### src/design/encoder_frame_qualify_select_macros.svh
// Assertion helpers shared by the RTL.
`ifndef ENCODER_FRAME_QUALIFY_SELECT_MACROS_SVH
`define ENCODER_FRAME_QUALIFY_SELECT_MACROS_SVH

`ifndef SYNTHESIS

// Property must hold at every rising clock edge out of reset.
`define EFQS_ASSERT(name, clk, rst_n, prop) \
  name: assert property (@(posedge clk) disable iff (!rst_n) (prop)) \
    else $error("efqs assertion failed");

// Condition must never be seen out of reset.
`define EFQS_ASSERT_NEVER(name, clk, rst_n, cond) \
  name: assert property (@(posedge clk) disable iff (!rst_n) !(cond)) \
    else $error("efqs forbidden condition seen");

`else

`define EFQS_ASSERT(name, clk, rst_n, prop)
`define EFQS_ASSERT_NEVER(name, clk, rst_n, cond)

`endif

`endif

### src/design/efqs_pkg.sv
`timescale 1ns / 1ps

package efqs_pkg;

  localparam int FrameW  = 24;
  localparam int AngleW  = 12;
  localparam int StatusW = 5;
  localparam int CountW  = 3;
  localparam int CfgW    = 5;
  localparam int CfgIdxW = 2;

  // Register indexes on the config port
  localparam logic [CfgIdxW-1:0] CFG_MAX_RETRIES   = 2'd0;
  localparam logic [CfgIdxW-1:0] CFG_STATUS_FIRST  = 2'd1;
  localparam logic [CfgIdxW-1:0] CFG_STATUS_SECOND = 2'd2;

  localparam logic [CountW-1:0]  MaxRetriesRst   = 3'd4;
  localparam logic [StatusW-1:0] StatusFirstRst  = 5'h10;
  localparam logic [StatusW-1:0] StatusSecondRst = 5'h13;
  localparam logic [CountW-1:0]  RejectMax       = 3'd7;
  localparam logic [AngleW-1:0]  HalfTurn        = 12'd2048;

  typedef struct packed {
    logic [AngleW-1:0]  angle;
    logic [StatusW-1:0] status;
    logic               parity_ok;
  } frame_fields_t;

  typedef struct packed {
    logic [AngleW-1:0] angle;
    logic [AngleW-1:0] distance;
  } pick_t;

  // W = frame << 1; angle W[23:12], status W[11:7], even parity bit W[6]
  function automatic frame_fields_t decode_frame(input logic [FrameW-1:0] frame);
    frame_fields_t f;
    logic [FrameW-1:0] w;
    w           = {frame[FrameW-2:0], 1'b0};
    f.angle     = w[23:12];
    f.status    = w[11:7];
    f.parity_ok = ((^w[23:7]) == w[6]);
    return f;
  endfunction

  // Distance around the 4096-count circle, 0..2048
  function automatic logic [AngleW-1:0] wrap_dist(input logic [AngleW-1:0] a,
                                                  input logic [AngleW-1:0] b);
    logic [AngleW-1:0] diff;
    diff = a - b;
    return (diff > HalfTurn) ? (AngleW'(0) - diff) : diff;
  endfunction

endpackage

### src/design/efqs_if.sv
`timescale 1ns / 1ps

interface efqs_in_if import efqs_pkg::*; ();
  logic              valid;
  logic              ready;
  logic              channel;
  logic [FrameW-1:0] frame;

  modport source (output valid, channel, frame, input ready);
  modport sink   (input valid, channel, frame, output ready);
endinterface

interface efqs_out_if import efqs_pkg::*; ();
  logic              valid;
  logic              ready;
  logic [AngleW-1:0] angle;
  logic              out_channel;
  logic              forced;
  logic [AngleW-1:0] distance;

  modport source (output valid, angle, out_channel, forced, distance, input ready);
  modport sink   (input valid, angle, out_channel, forced, distance, output ready);
endinterface

### src/design/efqs_nearest.sv
`timescale 1ns / 1ps

module efqs_nearest import efqs_pkg::*; #(
  parameter int READS = 3
) (
  input  logic [READS-1:0][AngleW-1:0] samples_i,
  input  logic [AngleW-1:0]            prev_i,
  output pick_t                        pick_o
);

  // Oldest sample first; strict compare keeps the earlier one on a tie.
  always_comb begin
    pick_t             best;
    logic [AngleW-1:0] d;
    best.angle    = samples_i[0];
    best.distance = wrap_dist(samples_i[0], prev_i);
    for (int i = 1; i < READS; i++) begin
      d = wrap_dist(samples_i[i], prev_i);
      if (d < best.distance) begin
        best.angle    = samples_i[i];
        best.distance = d;
      end
    end
    pick_o = best;
  end

endmodule

### src/design/encoder_frame_qualify_select.sv
`timescale 1ns / 1ps
// Encoder frame qualify and select.
// Input channel in_if: one request carries a channel number and a 24-bit
// encoder frame. Each frame is checked for even parity and an allowed status
// code; after max_retries rejects in a row on a channel the next frame is
// taken unchecked and flagged forced. Every READS taken frames of a channel
// produce one request on out_if: the angle nearest (mod 4096) to that
// channel's last output, its distance, the channel and the forced flag.
// Config: cfg_we_i / cfg_idx_i / cfg_data_i write a register;
// write only while the block is idle.
// Timing: a frame is qualified and compared while it sits in the input
// register; its result (if any) is loaded into the result register, which
// drives out_if.valid. One frame per cycle is sustained while out_if is ready.
// Stall: while out_if holds a result that is not taken, the frame in the
// input register waits and in_if.ready drops; nothing is lost.
// Reset: all counters, flags and previous angles clear, registers return
// to 4 / 0x10 / 0x13. The sample store is not cleared; it is always
// written before it is read.

`include "encoder_frame_qualify_select_macros.svh"

module encoder_frame_qualify_select import efqs_pkg::*; #(
  parameter int CHANNELS = 2,
  parameter int READS    = 3
) (
  input  logic               clk_i,
  input  logic               rst_ni,
  input  logic               cfg_we_i,
  input  logic [CfgIdxW-1:0] cfg_idx_i,
  input  logic [CfgW-1:0]    cfg_data_i,
  efqs_in_if.sink            in_if,
  efqs_out_if.source         out_if
);

  localparam int ChW    = (CHANNELS > 1) ? $clog2(CHANNELS) : 1;
  localparam int IdxW   = (READS > 1) ? $clog2(READS) : 1;
  localparam int StoreD = (READS > 1) ? READS - 1 : 1;
  localparam int StW    = (StoreD > 1) ? $clog2(StoreD) : 1;

  // Config registers
  logic [CountW-1:0]  max_retries_q;
  logic [StatusW-1:0] status_first_q, status_second_q;

  // Input register
  logic              in_vld_q;
  logic              in_ch_q;
  logic [FrameW-1:0] in_frame_q;

  // Per-channel state
  logic [CountW-1:0] rej_q   [CHANNELS];
  logic [IdxW-1:0]   sidx_q  [CHANNELS];
  logic              fseen_q [CHANNELS];
  logic [AngleW-1:0] prev_q  [CHANNELS];
  // Earlier samples of the open group; the last one comes straight from the frame
  logic [AngleW-1:0] store_q [CHANNELS][StoreD];

  // Result register
  logic              out_vld_q;
  logic [AngleW-1:0] out_angle_q;
  logic              out_ch_q;
  logic              out_forced_q;
  logic [AngleW-1:0] out_dist_q;

  logic                        fire_s, ch_ok_s, forced_s, pass_s, take_s, last_s, emit_s;
  logic [ChW-1:0]              ch_idx;
  frame_fields_t               fields_s;
  logic [READS-1:0][AngleW-1:0] samples_s;
  pick_t                       pick_s;

  //--------------------------------------------------------------------------
  // Config port
  //--------------------------------------------------------------------------
  always_ff @(posedge clk_i or negedge rst_ni) begin
    if (!rst_ni) begin
      max_retries_q   <= MaxRetriesRst;
      status_first_q  <= StatusFirstRst;
      status_second_q <= StatusSecondRst;
    end else if (cfg_we_i) begin
      unique case (cfg_idx_i)
        CFG_MAX_RETRIES:   max_retries_q   <= cfg_data_i[CountW-1:0];
        CFG_STATUS_FIRST:  status_first_q  <= cfg_data_i[StatusW-1:0];
        CFG_STATUS_SECOND: status_second_q <= cfg_data_i[StatusW-1:0];
        default: ;
      endcase
    end
  end

  //--------------------------------------------------------------------------
  // Handshake: the frame in the input register is processed when the result
  // register is free or being emptied this cycle.
  //--------------------------------------------------------------------------
  assign fire_s      = in_vld_q && (!out_vld_q || out_if.ready);
  assign in_if.ready = !in_vld_q || fire_s;

  always_ff @(posedge clk_i or negedge rst_ni) begin
    if (!rst_ni) begin
      in_vld_q <= 1'b0;
    end else if (in_if.ready) begin
      in_vld_q <= in_if.valid;
    end
  end

  always_ff @(posedge clk_i) begin
    if (in_if.valid && in_if.ready) begin
      in_ch_q    <= in_if.channel;
      in_frame_q <= in_if.frame;
    end
  end

  //--------------------------------------------------------------------------
  // Qualify
  //--------------------------------------------------------------------------
  assign ch_idx   = ChW'(in_ch_q);
  assign ch_ok_s  = (int'(in_ch_q) < CHANNELS);
  assign fields_s = decode_frame(in_frame_q);
  assign forced_s = (rej_q[ch_idx] >= max_retries_q);
  assign pass_s   = fields_s.parity_ok &&
                    ((fields_s.status == status_first_q) ||
                     (fields_s.status == status_second_q));
  assign take_s   = forced_s || pass_s;
  assign last_s   = (sidx_q[ch_idx] == IdxW'(READS - 1));
  assign emit_s   = ch_ok_s && take_s && last_s;

  //--------------------------------------------------------------------------
  // Select nearest of the group
  //--------------------------------------------------------------------------
  always_comb begin
    for (int r = 0; r < READS - 1; r++) begin
      samples_s[r] = store_q[ch_idx][StW'(r)];
    end
    samples_s[READS-1] = fields_s.angle;
  end

  efqs_nearest #(
    .READS (READS)
  ) u_nearest (
    .samples_i (samples_s),
    .prev_i    (prev_q[ch_idx]),
    .pick_o    (pick_s)
  );

  //--------------------------------------------------------------------------
  // Per-channel state
  //--------------------------------------------------------------------------
  always_ff @(posedge clk_i or negedge rst_ni) begin
    if (!rst_ni) begin
      for (int c = 0; c < CHANNELS; c++) begin
        rej_q[c]   <= '0;
        sidx_q[c]  <= '0;
        fseen_q[c] <= 1'b0;
        prev_q[c]  <= '0;
      end
    end else if (fire_s && ch_ok_s) begin
      if (take_s) begin
        rej_q[ch_idx] <= '0;
        if (last_s) begin
          sidx_q[ch_idx]  <= '0;
          fseen_q[ch_idx] <= 1'b0;
          prev_q[ch_idx]  <= pick_s.angle;
        end else begin
          sidx_q[ch_idx] <= sidx_q[ch_idx] + IdxW'(1);
          if (forced_s) begin
            fseen_q[ch_idx] <= 1'b1;
          end
        end
      end else if (rej_q[ch_idx] != RejectMax) begin
        rej_q[ch_idx] <= rej_q[ch_idx] + CountW'(1);
      end
    end
  end

  always_ff @(posedge clk_i) begin
    if (fire_s && ch_ok_s && take_s && !last_s) begin
      store_q[ch_idx][sidx_q[ch_idx][StW-1:0]] <= fields_s.angle;
    end
  end

  //--------------------------------------------------------------------------
  // Result register
  //--------------------------------------------------------------------------
  always_ff @(posedge clk_i or negedge rst_ni) begin
    if (!rst_ni) begin
      out_vld_q <= 1'b0;
    end else if (fire_s) begin
      out_vld_q <= emit_s;
    end else if (out_if.ready) begin
      out_vld_q <= 1'b0;
    end
  end

  always_ff @(posedge clk_i) begin
    if (fire_s && emit_s) begin
      out_angle_q  <= pick_s.angle;
      out_ch_q     <= in_ch_q;
      out_forced_q <= fseen_q[ch_idx] | forced_s;
      out_dist_q   <= pick_s.distance;
    end
  end

  assign out_if.valid       = out_vld_q;
  assign out_if.angle       = out_angle_q;
  assign out_if.out_channel = out_ch_q;
  assign out_if.forced      = out_forced_q;
  assign out_if.distance    = out_dist_q;

  //--------------------------------------------------------------------------
  // Assertions
  //--------------------------------------------------------------------------
  // A new result only appears after a frame was processed
  `EFQS_ASSERT(a_out_from_fire, clk_i, rst_ni,
               (out_vld_q && !$past(out_vld_q)) |-> $past(fire_s))
  // Wrapped distance never exceeds half a turn
  `EFQS_ASSERT_NEVER(a_dist_range, clk_i, rst_ni, out_vld_q && (out_dist_q > HalfTurn))
  // Emitted angle on channel 0 becomes its new reference
  `EFQS_ASSERT(a_prev_update, clk_i, rst_ni,
               (fire_s && emit_s && (ch_idx == '0)) |=> (prev_q[0] == out_angle_q))

endmodule

### src/flat_wrapper.sv
// flat-port wrapper written by rule: the top's interface ports become plain ports
module encoder_frame_qualify_select_flat import efqs_pkg::*;
#(
  parameter int CHANNELS = 2,
  parameter int READS    = 3
)
  (clk_i, rst_ni, cfg_we_i, cfg_idx_i, cfg_data_i, in_if_valid, in_if_channel, in_if_frame, in_if_ready, out_if_valid, out_if_angle, out_if_out_channel, out_if_forced, out_if_distance, out_if_ready);
  efqs_in_if in_if_i ();
  efqs_out_if out_if_i ();
  input  logic clk_i;
  input  logic rst_ni;
  input  logic cfg_we_i;
  input  logic [CfgIdxW-1:0] cfg_idx_i;
  input  logic [CfgW-1:0] cfg_data_i;
  input wire logic [$bits(in_if_i.valid)-1:0] in_if_valid;
  input wire logic [$bits(in_if_i.channel)-1:0] in_if_channel;
  input wire logic [$bits(in_if_i.frame)-1:0] in_if_frame;
  output wire logic [$bits(in_if_i.ready)-1:0] in_if_ready;
  output wire logic [$bits(out_if_i.valid)-1:0] out_if_valid;
  output wire logic [$bits(out_if_i.angle)-1:0] out_if_angle;
  output wire logic [$bits(out_if_i.out_channel)-1:0] out_if_out_channel;
  output wire logic [$bits(out_if_i.forced)-1:0] out_if_forced;
  output wire logic [$bits(out_if_i.distance)-1:0] out_if_distance;
  input wire logic [$bits(out_if_i.ready)-1:0] out_if_ready;
  assign in_if_i.valid = in_if_valid;
  assign in_if_i.channel = in_if_channel;
  assign in_if_i.frame = in_if_frame;
  assign in_if_ready = in_if_i.ready;
  assign out_if_valid = out_if_i.valid;
  assign out_if_angle = out_if_i.angle;
  assign out_if_out_channel = out_if_i.out_channel;
  assign out_if_forced = out_if_i.forced;
  assign out_if_distance = out_if_i.distance;
  assign out_if_i.ready = out_if_ready;
  encoder_frame_qualify_select #(.CHANNELS(CHANNELS), .READS(READS)) u_core (.clk_i(clk_i), .rst_ni(rst_ni), .cfg_we_i(cfg_we_i), .cfg_idx_i(cfg_idx_i), .cfg_data_i(cfg_data_i), .in_if(in_if_i), .out_if(out_if_i));
endmodule
### config.mk
export PLATFORM = sky130hd
export DESIGN_NAME = encoder_frame_qualify_select_flat
export DESIGN_NICKNAME = d
export VERILOG_FILES = /design/src/design/efqs_pkg.sv /design/src/design/efqs_if.sv /design/src/design/efqs_nearest.sv /design/src/design/encoder_frame_qualify_select.sv /design/src/flat_wrapper.sv
export VERILOG_INCLUDE_DIRS = /design/src /design/src/design
export SDC_FILE = /design/constraint.sdc
export NUM_CORES = 1
export LEC_CHECK = 0
export BUFFER_PORTS_ARGS = -buffer_cell sky130_fd_sc_hd__buf_2
export CELL_PAD_IN_SITES_DETAIL_PLACEMENT = 1
export CELL_PAD_IN_SITES_GLOBAL_PLACEMENT = 1
export CORE_MARGIN = 2
export CORE_UTILIZATION = 25
export CTS_CLUSTER_SIZE = 14
export DETAILED_ROUTE_END_ITERATION = 8
export PLACE_DENSITY_LB_ADDON = 0.1
export SLEW_MARGIN = 20
export SYNTH_ARGS = -nofsm -noshare
export SYNTH_HDL_FRONTEND = slang
export SYNTH_HIERARCHICAL = 1
export SYNTH_SLANG_ARGS = --single-unit
### constraint.sdc
create_clock -name clk_i -period 6.4 [get_ports clk_i]
set_input_delay 0.96 -clock clk_i [delete_from_list [all_inputs] [get_ports clk_i]]
set_output_delay 0.96 -clock clk_i [all_outputs]
set_load 0.02 [all_outputs]
; Yosys cells after proc, flatten, opt, wreduce, memory -nomap -nowiden
; Memory sizes are Yosys's and may differ from the RTL's. A register that Yosys moved wholly into a read port is not among the register bits.
; Index checks and enable logic that the tools add are counted.
[totals]
out_inout_bits = 28
elab_cells = 117
inputBits = 37
ramBits = 48
reg_bits = 101
memories = 1
[mem_list]
columns = memory, words, word_bits, rd, rd_clocked_by_memory_dff, write_ports, line_no
row1 = u_core.store_q, 2, 24, 1, 1, 1, encoder_frame_qualify_select.sv:55  ; logic [AngleW-1:0] store_q [CHANNELS][StoreD];
[op_classes]
n_addsub = 6
eq_ne = 7
n_mux = 38
reduce_logical = 28
n_lt_le_gt_ge = 8
bitwise = 10
[op_table]
columns = cell, count
row1 = 2-to-1 mux 12 bit, 7
row2 = 2-to-1 mux 24 bit, 2
row3 = bitwise mux 24 bit, 1
row4 = demux 12 bit (select 1 bit), 2
row5 = "> comparator 12 bit, second input constant", 2
row6 = "subtractor 1 x 12 -> 12 bit, first input constant", 2
row7 = subtractor 12 bit, 2
row8 = XOR reduction 17 bit, 1
row9 = less-than comparator 12 bit, 1
row10 = 2-to-1 mux 2 bit, 6
row11 = 2-to-1 mux 3 bit, 4
row12 = 2-to-1 mux 6 bit, 2
row13 = equality test 5 bit, 2
row14 = AND reduction 2 bit, 5
row15 = logical AND 1 bit, 9
row16 = 2-to-1 mux 1 bit, 8
row17 = AND 6 bit, 1
row18 = bitwise mux 6 bit, 1
row19 = inverter 6 bit, 1
row20 = AND reduction 3 bit, 2
row21 = nonzero test 2 bit, 3
row22 = AND 4 bit, 1
row23 = bitwise mux 4 bit, 1
row24 = "equality test 2 bit, second input constant", 2
row25 = 21 further kinds, 29

; Depth between registers and ports, before layout
; Gate-level depths: netlist of the first run.
[logic_depth]
word_depth = 10
mapped_depth = 36
mapped_depth_nobuf = 32

; Modules after synthesis
; Netlist of the first run, hierarchy kept.
[by_module_without_submodules]
columns = mod, cells_each, seq_area_each_um2, area_per_inst_um2, n_inst
row1 = encoder_frame_qualify_select, 309, 3374.5, 5053.6, 1
row2 = efqs_nearest, 540, 0.0, 3846.2, 1

; Least setup slack after synthesis of the first run
; OpenSTA, ideal clock, no wires.
[synth_timing]
kind = flip-flop to flip-flop
startpoint = register u_core.in_ch_q (netlist: u_core/ch_idx)
endpoint = register u_core/prev_q[10] in the netlist's numbering
path_buffers = 6
path_stages_with_launch = 31
t_arrival_ns = 6.901
required_ns = 6.275
setup_slack_ns = -0.626
synth_period_minus_slack_ns = 7.026
setup_ns = 0.125
cell_sequence = edfxtp_1 > clkbuf_1 > buf_1 > mux2_2 > inv_1 > ha_1 > buf_6 > a21o_1 > or3_1 > and2_4 > nand2b_4 > or4_4 > a2111o_1 > ha_1 > nand4_1 > nor3_1 > a211o_1 > buf_2 > buf_1 > mux2i_1 > ha_1 > o21ai_0 > nor2_1 > o211ai_1 > nand2_1 > a21o_1 > nand2_1 > nand3_1 > clkbuf_1 > mux2_1 > mux2_4
[synth_lines]
columns = element, line_no
row1 = "start, declared", encoder_frame_qualify_select.sv:46  ; logic in_ch_q;
row2 = "start signal, assigned", encoder_frame_qualify_select.sv:105  ; in_ch_q <= in_if.channel;
row3 = "end signal, assigned by index", encoder_frame_qualify_select.sv:159  ; prev_q[ch_idx] <= pick_s.angle;
row4 = "end, declared", encoder_frame_qualify_select.sv:53  ; logic [AngleW-1:0] prev_q [CHANNELS];

==> results.cfg, run 1 <==
[detailed_routing]
detailed_routed_wire_length_on_met3_um = 584
met2_wirelength_mm = 13.7
finalWirelength_mm = 27.9
wire_per_inst_um = 17.5
detail_route.drc_violations = 0
drt_pre_antenna_iters = 4
dr.max_layer_used = met4
routed_metal_1_wirelength_mm = 13.1
route.antenna.remaining_nets = 0
route.detailed.vias_per_inst = 4.56
first_iter_violations = 207
route.vias.total = 7289

[global_route]
first_global_vias = 7608
antenna_found_initial = 0
grt_max_degree = 52
global_route.usage.total_pct = 15.5
first_pass_grt_wire_length_mm = 43.4
globalRoute.totalOverflow = 0

[floorplanning]
floorplan.die.width_um = 193
design.core.area_mm2 = 0.0353
floorplan.io_pins = 65
num_rows = 69
die-area_mm2 = 0.0371
die_h_um = 193
start_util_pct = 25.2

[min_path]
holdCritPathClass = register to register
min_delay_path_depth = 1
hold_start = u_core/prev_q[11]

[synthesis]
synthesis.instances = 849
top_flip_flop_cell_by_instance_count_after_synthesis = edfxtp_1
synth-async-reset-ratio_pct = 42.1
ys_ff_latch = 121
yosysWarningCount = 6
synth_cell_types = 89
average_cell_area_after_synthesis_um2 = 10.5
post_synth_instance_area_mm2 = 0.00890
edff_count_synth = 69
post-synth-top-area-cell = edfxtp_1
synth_seq_area_share_pct = 37.9
netlist_top_cells_area = edfxtp_1 (23%), dfrtp_1 (13%), ha_1 (9.0%), mux2_2 (6.8%), xnor2_1 (4.5%)
synth_largest_type_area_fraction_pct = 23.3

[sta]
worst_slew_slack_as_a_fraction_of_its_limit_pct = 30.7
final.period_utilization_pct = 103
grt_setup_unrepaired = yes
minimum_clock_period_after_layout_ns = 6.57
transition_at_the_pin_with_the_smallest_max_transition_slack_ns = 1.04
final.setup.worst_slack_ns = -0.169
final-setup-viol-count = 43
final_hold_violating_endpoints = 0
slew_viol_final = 0
clock-skew-final_ns = 0.00713
max_clock_freq_mhz = 152

[place]
hpwl_mm = 21.0
place.detailed.instances = 1530
place_area_mm2 = 0.0110
gpl.final_weighted_congestion = 0.767
number_of_buffers_inserted_by_port_buffering = 58

[finish]
fin_util_pct = 36.5
final_common_cell = buf_4
instances_no_fill = 1598
layout.nets = 1228
mostFrequentLayoutCells = buf_4 (183), nand2_1 (71), edfxtp_1 (69)
flow.area_growth_from_synthesis_pct = 44.9
postLayoutCellArea_mm2 = 0.0129
antenna_cells = 0
layout-drive-gt1-share_pct = 46.7

[setup_path]
worstReg2RegStart = u_core/ch_idx
timing.critical_path.slowest_cell_delay_ns = 0.52
critPathTopFamily = compound AO/OA/AOI/OAI gates
worst_setup_endpoint = u_core/prev_q[12]
worst_setup_path_start_kind = register
regToRegSetupSlack_ns = -0.17
reg2reg_to = u_core/prev_q[12]
critPathCaptureType = register
critical_path_arrival_ns = 6.88
crit_type = register to register
worstSetupStartpoint = u_core/ch_idx
worst-r2r-cell-count = 30
worstPathRequired_ns = 6.71
worstPathMaxFanout = 7
critical_path.slowest_cell = or4_4
cp_common_cell = ha_4
worst-path-stages = 30
worst-path-buf-inv = 7

[cts]
clock_sink_count = 121
worst_case_clock_buffer_depth = 2
tritoncts = yes
cell_at_the_root_of_the_clock_tree = clkbuf_16
clock_latency_ns = 0.43
htree_num_levels = 4
clkTransAtPathRegs_ns = 0.06
numCtsBuffers = 17

[run_status]
violations = setup timing
status = finished with violations

[flow_run]
drv_cap = 0
[worst reg2reg max path, delay by kind of cell, from the launching register on]
kind / cells / cell delay (ns)
AO/OA/AOI/OAI: 8 / 1.81
AND/OR/NAND/NOR: 8 / 1.24
buffers and inverters: 7 / 1.06
multiplexers: 4 / 0.98
adder cells (fa/ha/maj): 3 / 0.91
flip-flops: 1 / 0.46
[registers in the layout (all words and copies together), names as in the netlist, named ones only]
signal and count:
u_core/out_if.angle 12, u_core/ch_idx 1, u_core/status_first_q 5, u_core/prev_q 24
u_core/sidx_q 4, u_core/out_if.out_channel 1, u_core/rej_q 6, u_core/store_q 24
u_core/in_frame_q 18, u_core/out_if.forced 1, u_core/out_if.distance 12, u_core/out_if.valid 1
u_core/max_retries_q 3, u_core/in_vld_q 1, u_core/status_second_q 5
[per-layer routing]
| layer | track usage (%) | vias up |
|---|---|---|
| li1 | - | 3626 |
| met1 | 20.2 | 3566 |
| met2 | 26.3 | 74 |
| met3 | 2.38 | 23 |
| met4 | 4.58 | 0 |
| met5 | 0 | - |
[kinds of logic after synthesis]
kind of cell	synth area share, %
xor gates and xnor gates	6.83
buffers and inverters	4.27
AOI/OAI and AO/OA	14.1
other	0.0421
adders and majority gates	9.67
and+or+nand+nor	13.3
muxes	13.9
DFF	37.9
[cells in the mapped netlist (all sizes together), types with 4 or more instances]
cell type and n:
a211oi 10, a21o 16, a21oi 33, a221oi 5, a311oi 4, a31oi 6, and2 8, and3 6
buf 18, clkbuf 7, dfrtp 46, dfstp 5, edfxtp 69, ha 64, inv 60, mux2 81
mux2i 23, nand2 76, nand2b 9, nand3 15, nand4 7, nor2 46, nor2b 9, nor3 13
nor3b 7, nor4 7, o2111ai 4, o211ai 7, o21a 12, o21ai 33, o21bai 6, o22ai 8
or2 7, or3 7, or4 4, xnor2 47, xor2 19
[cell type report]
cell class	instances	area [um2]
Clock buffer	18	429
Clock inverter	14	150
Fill cell	3943	22400
Inverter	61	254
Multi-Input combinational cell	665	6190
Sequential cell	121	3380
Tap cell	461	577
Timing Repair Buffer	258	1920
[repair_timing]
item / 4_1_cts / 5_1_grt
hold buffers: 0 / 0
hold endpoints to repair: 0 / 0
gates cloned: 2 / 0
buffers inserted: 17 / 20
setup endpoints to repair: 48 / 48
pin swaps: 17 / 45
resized for setup: 123 / 90
[stage by stage]
stage,TNS [ns],setup WS (ns),hold slack (ns)
after detailed placement,-22.00,-0.653,0.494
after global placement,-22.05,-0.651,0.485
after floorplan,0,0.00739,0.425
after global routing,-14.07,-0.381,0.524
final,-4.51,-0.169,0.508
after CTS,-4.04,-0.157,0.509
[how the worst min path moves through the flow]
| stage | to | slack (ns) |
|---|---|---|
| after detailed placement | u_core/sidx_q[3] | 0.49 |
| final | u_core/prev_q[11] | 0.51 |
| after CTS | u_core/sidx_q[3] | 0.51 |
| after global routing | u_core/sidx_q[3] | 0.52 |
| after global placement | u_core/prev_q[0] | 0.48 |
| after floorplan | u_core/out_if.out_channel | 0.43 |
Power of run 1 is left out: the tool's default activity adds up to more than one toggle a clock period on the data nets, which glitch-free logic cannot reach.
==> run 2: changes to the inputs <==
--- a/config.mk
+++ b/config.mk
@@ -10,7 +10,7 @@
 export CELL_PAD_IN_SITES_DETAIL_PLACEMENT = 1
 export CELL_PAD_IN_SITES_GLOBAL_PLACEMENT = 1
 export CORE_MARGIN = 2
-export CORE_UTILIZATION = 25
+export CORE_UTILIZATION = 44
 export CTS_CLUSTER_SIZE = 14
 export DETAILED_ROUTE_END_ITERATION = 8
 export PLACE_DENSITY_LB_ADDON = 0.1
==> results.cfg, run 2 (synthesis gave the netlist of run 1 again) <==
[detailed_routing]
route.detailed.vias_per_inst = 5.48
route.vias.total = 7614
finalWirelength_mm = 29.2
detail_route.drc_violations = 0
first_iter_violations = 300
route.antenna.remaining_nets = 0
drt_pre_antenna_iters = 4
wire_per_inst_um = 21.0

[floorplanning]
design.core.area_mm2 = 0.0200
die_h_um = 146
start_util_pct = 44.4
die-area_mm2 = 0.0214
floorplan.die.width_um = 146
num_rows = 52
floorplan.io_pins = 65

[setup_path]
worstPathMaxFanout = 6
timing.critical_path.slowest_cell_delay_ns = 0.42
cp_common_cell = buf_4
worstPathRequired_ns = 6.71
critPathCaptureType = register
worst_setup_path_start_kind = register
critical_path.slowest_cell = edfxtp_1
crit_type = register to register
critical_path_arrival_ns = 6.98

[sta]
slew_viol_final = 0
min_hold_slack_ns = 0.510
minimum_clock_period_after_layout_ns = 6.67
clock-skew-final_ns = 0.0136
max_clock_freq_mhz = 150
grt_setup_unrepaired = yes
final-setup-viol-count = 48
setup_total_negative_slack_ns = -8.79
final_hold_violating_endpoints = 0
final.setup.worst_slack_ns = -0.272
transition_at_the_pin_with_the_smallest_max_transition_slack_ns = 1.05
worst_slew_slack_as_a_fraction_of_its_limit_pct = 30.1
final.period_utilization_pct = 104

[finish]
multi_input_area_mm2 = 0.00586
antenna_cells = 0
final_common_cell = buf_4
layout.nets = 1211
ff_latch_area_mm2 = 0.00338
layout.filler_cells = 2211
flow.area_growth_from_synthesis_pct = 36.8
mostFrequentLayoutCells = buf_4 (169), nand2_1 (73), edfxtp_1 (69)
layout-drive-gt1-share_pct = 42.8

[global_route]
first_pass_grt_wire_length_mm = 45.8
grt_max_degree = 52
globalRoute.totalOverflow = 0
first_global_vias = 8419
global_route.usage.total_pct = 27.6
antenna_found_initial = 0

[place]
gpl.final_weighted_congestion = 0.864
placement.setup.worst_slack_ns = -0.626
number_of_buffers_inserted_by_port_buffering = 58
hpwl_mm = 20.7

[run_status]
status = finished with violations
violations = setup timing

[cts]
numCtsBuffers = 17
clock_latency_ns = 0.43
worst_case_clock_buffer_depth = 2
htree_num_levels = 4
tritoncts = yes
clkTransAtPathRegs_ns = 0.06
cts_hold_buf = 0
cell_at_the_root_of_the_clock_tree = clkbuf_16
clock_sink_count = 121

[flow_run]
drv_cap = 0

[min_path]
holdCritPathClass = register to register
run 2: changes by cell type in the layout (fill, tap and decap cells not counted), sizes merged:
| cell | delta |
|---|---|
| clkbuf | -1 |
| buf | -17 |
| inv | +8 |
| clkinvlp | -6 |
| clkinv | -1 |
run 2: metrics by stage:
stage | instances | cell area [um2] | utilization [%]
after global placement | 1324 | 10600 | 52.9
after global routing | 1390 | 12200 | 60.8
after floorplan | 872 | 9040 | -
after detailed placement | 1324 | 10600 | 52.9
final | 1390 | 12200 | 60.8
after CTS | 1381 | 12000 | 59.7
run 2: final cells by class:
cell class / count / area share, %
inverter: 61 / 2.14
clock inverter: 15 / 1.33
sequential: 121 / 27.7
tap: 270 / 2.77
multi-input combinational: 665 / 48.2
timing repair buffer: 241 / 14.4
clock buffer: 17 / 3.49
run 2: routing by layer:
| layer | vias to the layer above | global-route usage (%) | share of wire (%) |
|---|---|---|---|
| li1 | 3599 | - | - |
| met1 | 3839 | 31.6 | 40 |
| met2 | 130 | 52.9 | 55 |
| met3 | 46 | 3.28 | 2.3 |
| met4 | 0 | 9.51 | 2.7 |
| met5 | - | 0 | 0 |
run 2: final timing paths:
kind / start / to / slack, ns / cells past startpoint
worst max-delay path: u_core/ch_idx / u_core/prev_q[13] / -0.27 / 30
worst min-delay path: u_core/sidx_q[1] / u_core/sidx_q[1] / 0.51 / 1
worst max register to register: u_core/ch_idx / u_core/prev_q[13] / -0.27 / 30
worst min register to register: u_core/sidx_q[1] / u_core/sidx_q[1] / 0.51 / 1
max in group asynchronous: rst_ni / u_core/prev_q[0] / 5.25 / 2
min in group asynchronous: rst_ni / u_core/status_first_q[2] / 0.68 / 2
run 2: worst max-delay path, delay by kind of cell, from the launching register on:
family	cells	cell delay, ns
AO/OA/AOI/OAI	7	1.75
multiplexers	5	1.40
AND/OR/NAND/NOR	7	0.77
buffers and inverters	8	1.25
flip-flops	1	0.42
adder cells (fa/ha/maj)	3	0.94
run 2: timing repair:
item | in CTS | in global routing
pin swaps | 60 | 22
gates resized for setup | 129 | 32
cloned | 1 | 0
setup endpoints to repair | 48 | 48
endpoints found under the hold margin | 0 | 0
setup buffers | 24 | 9
Power of run 2 is left out for the same reason.
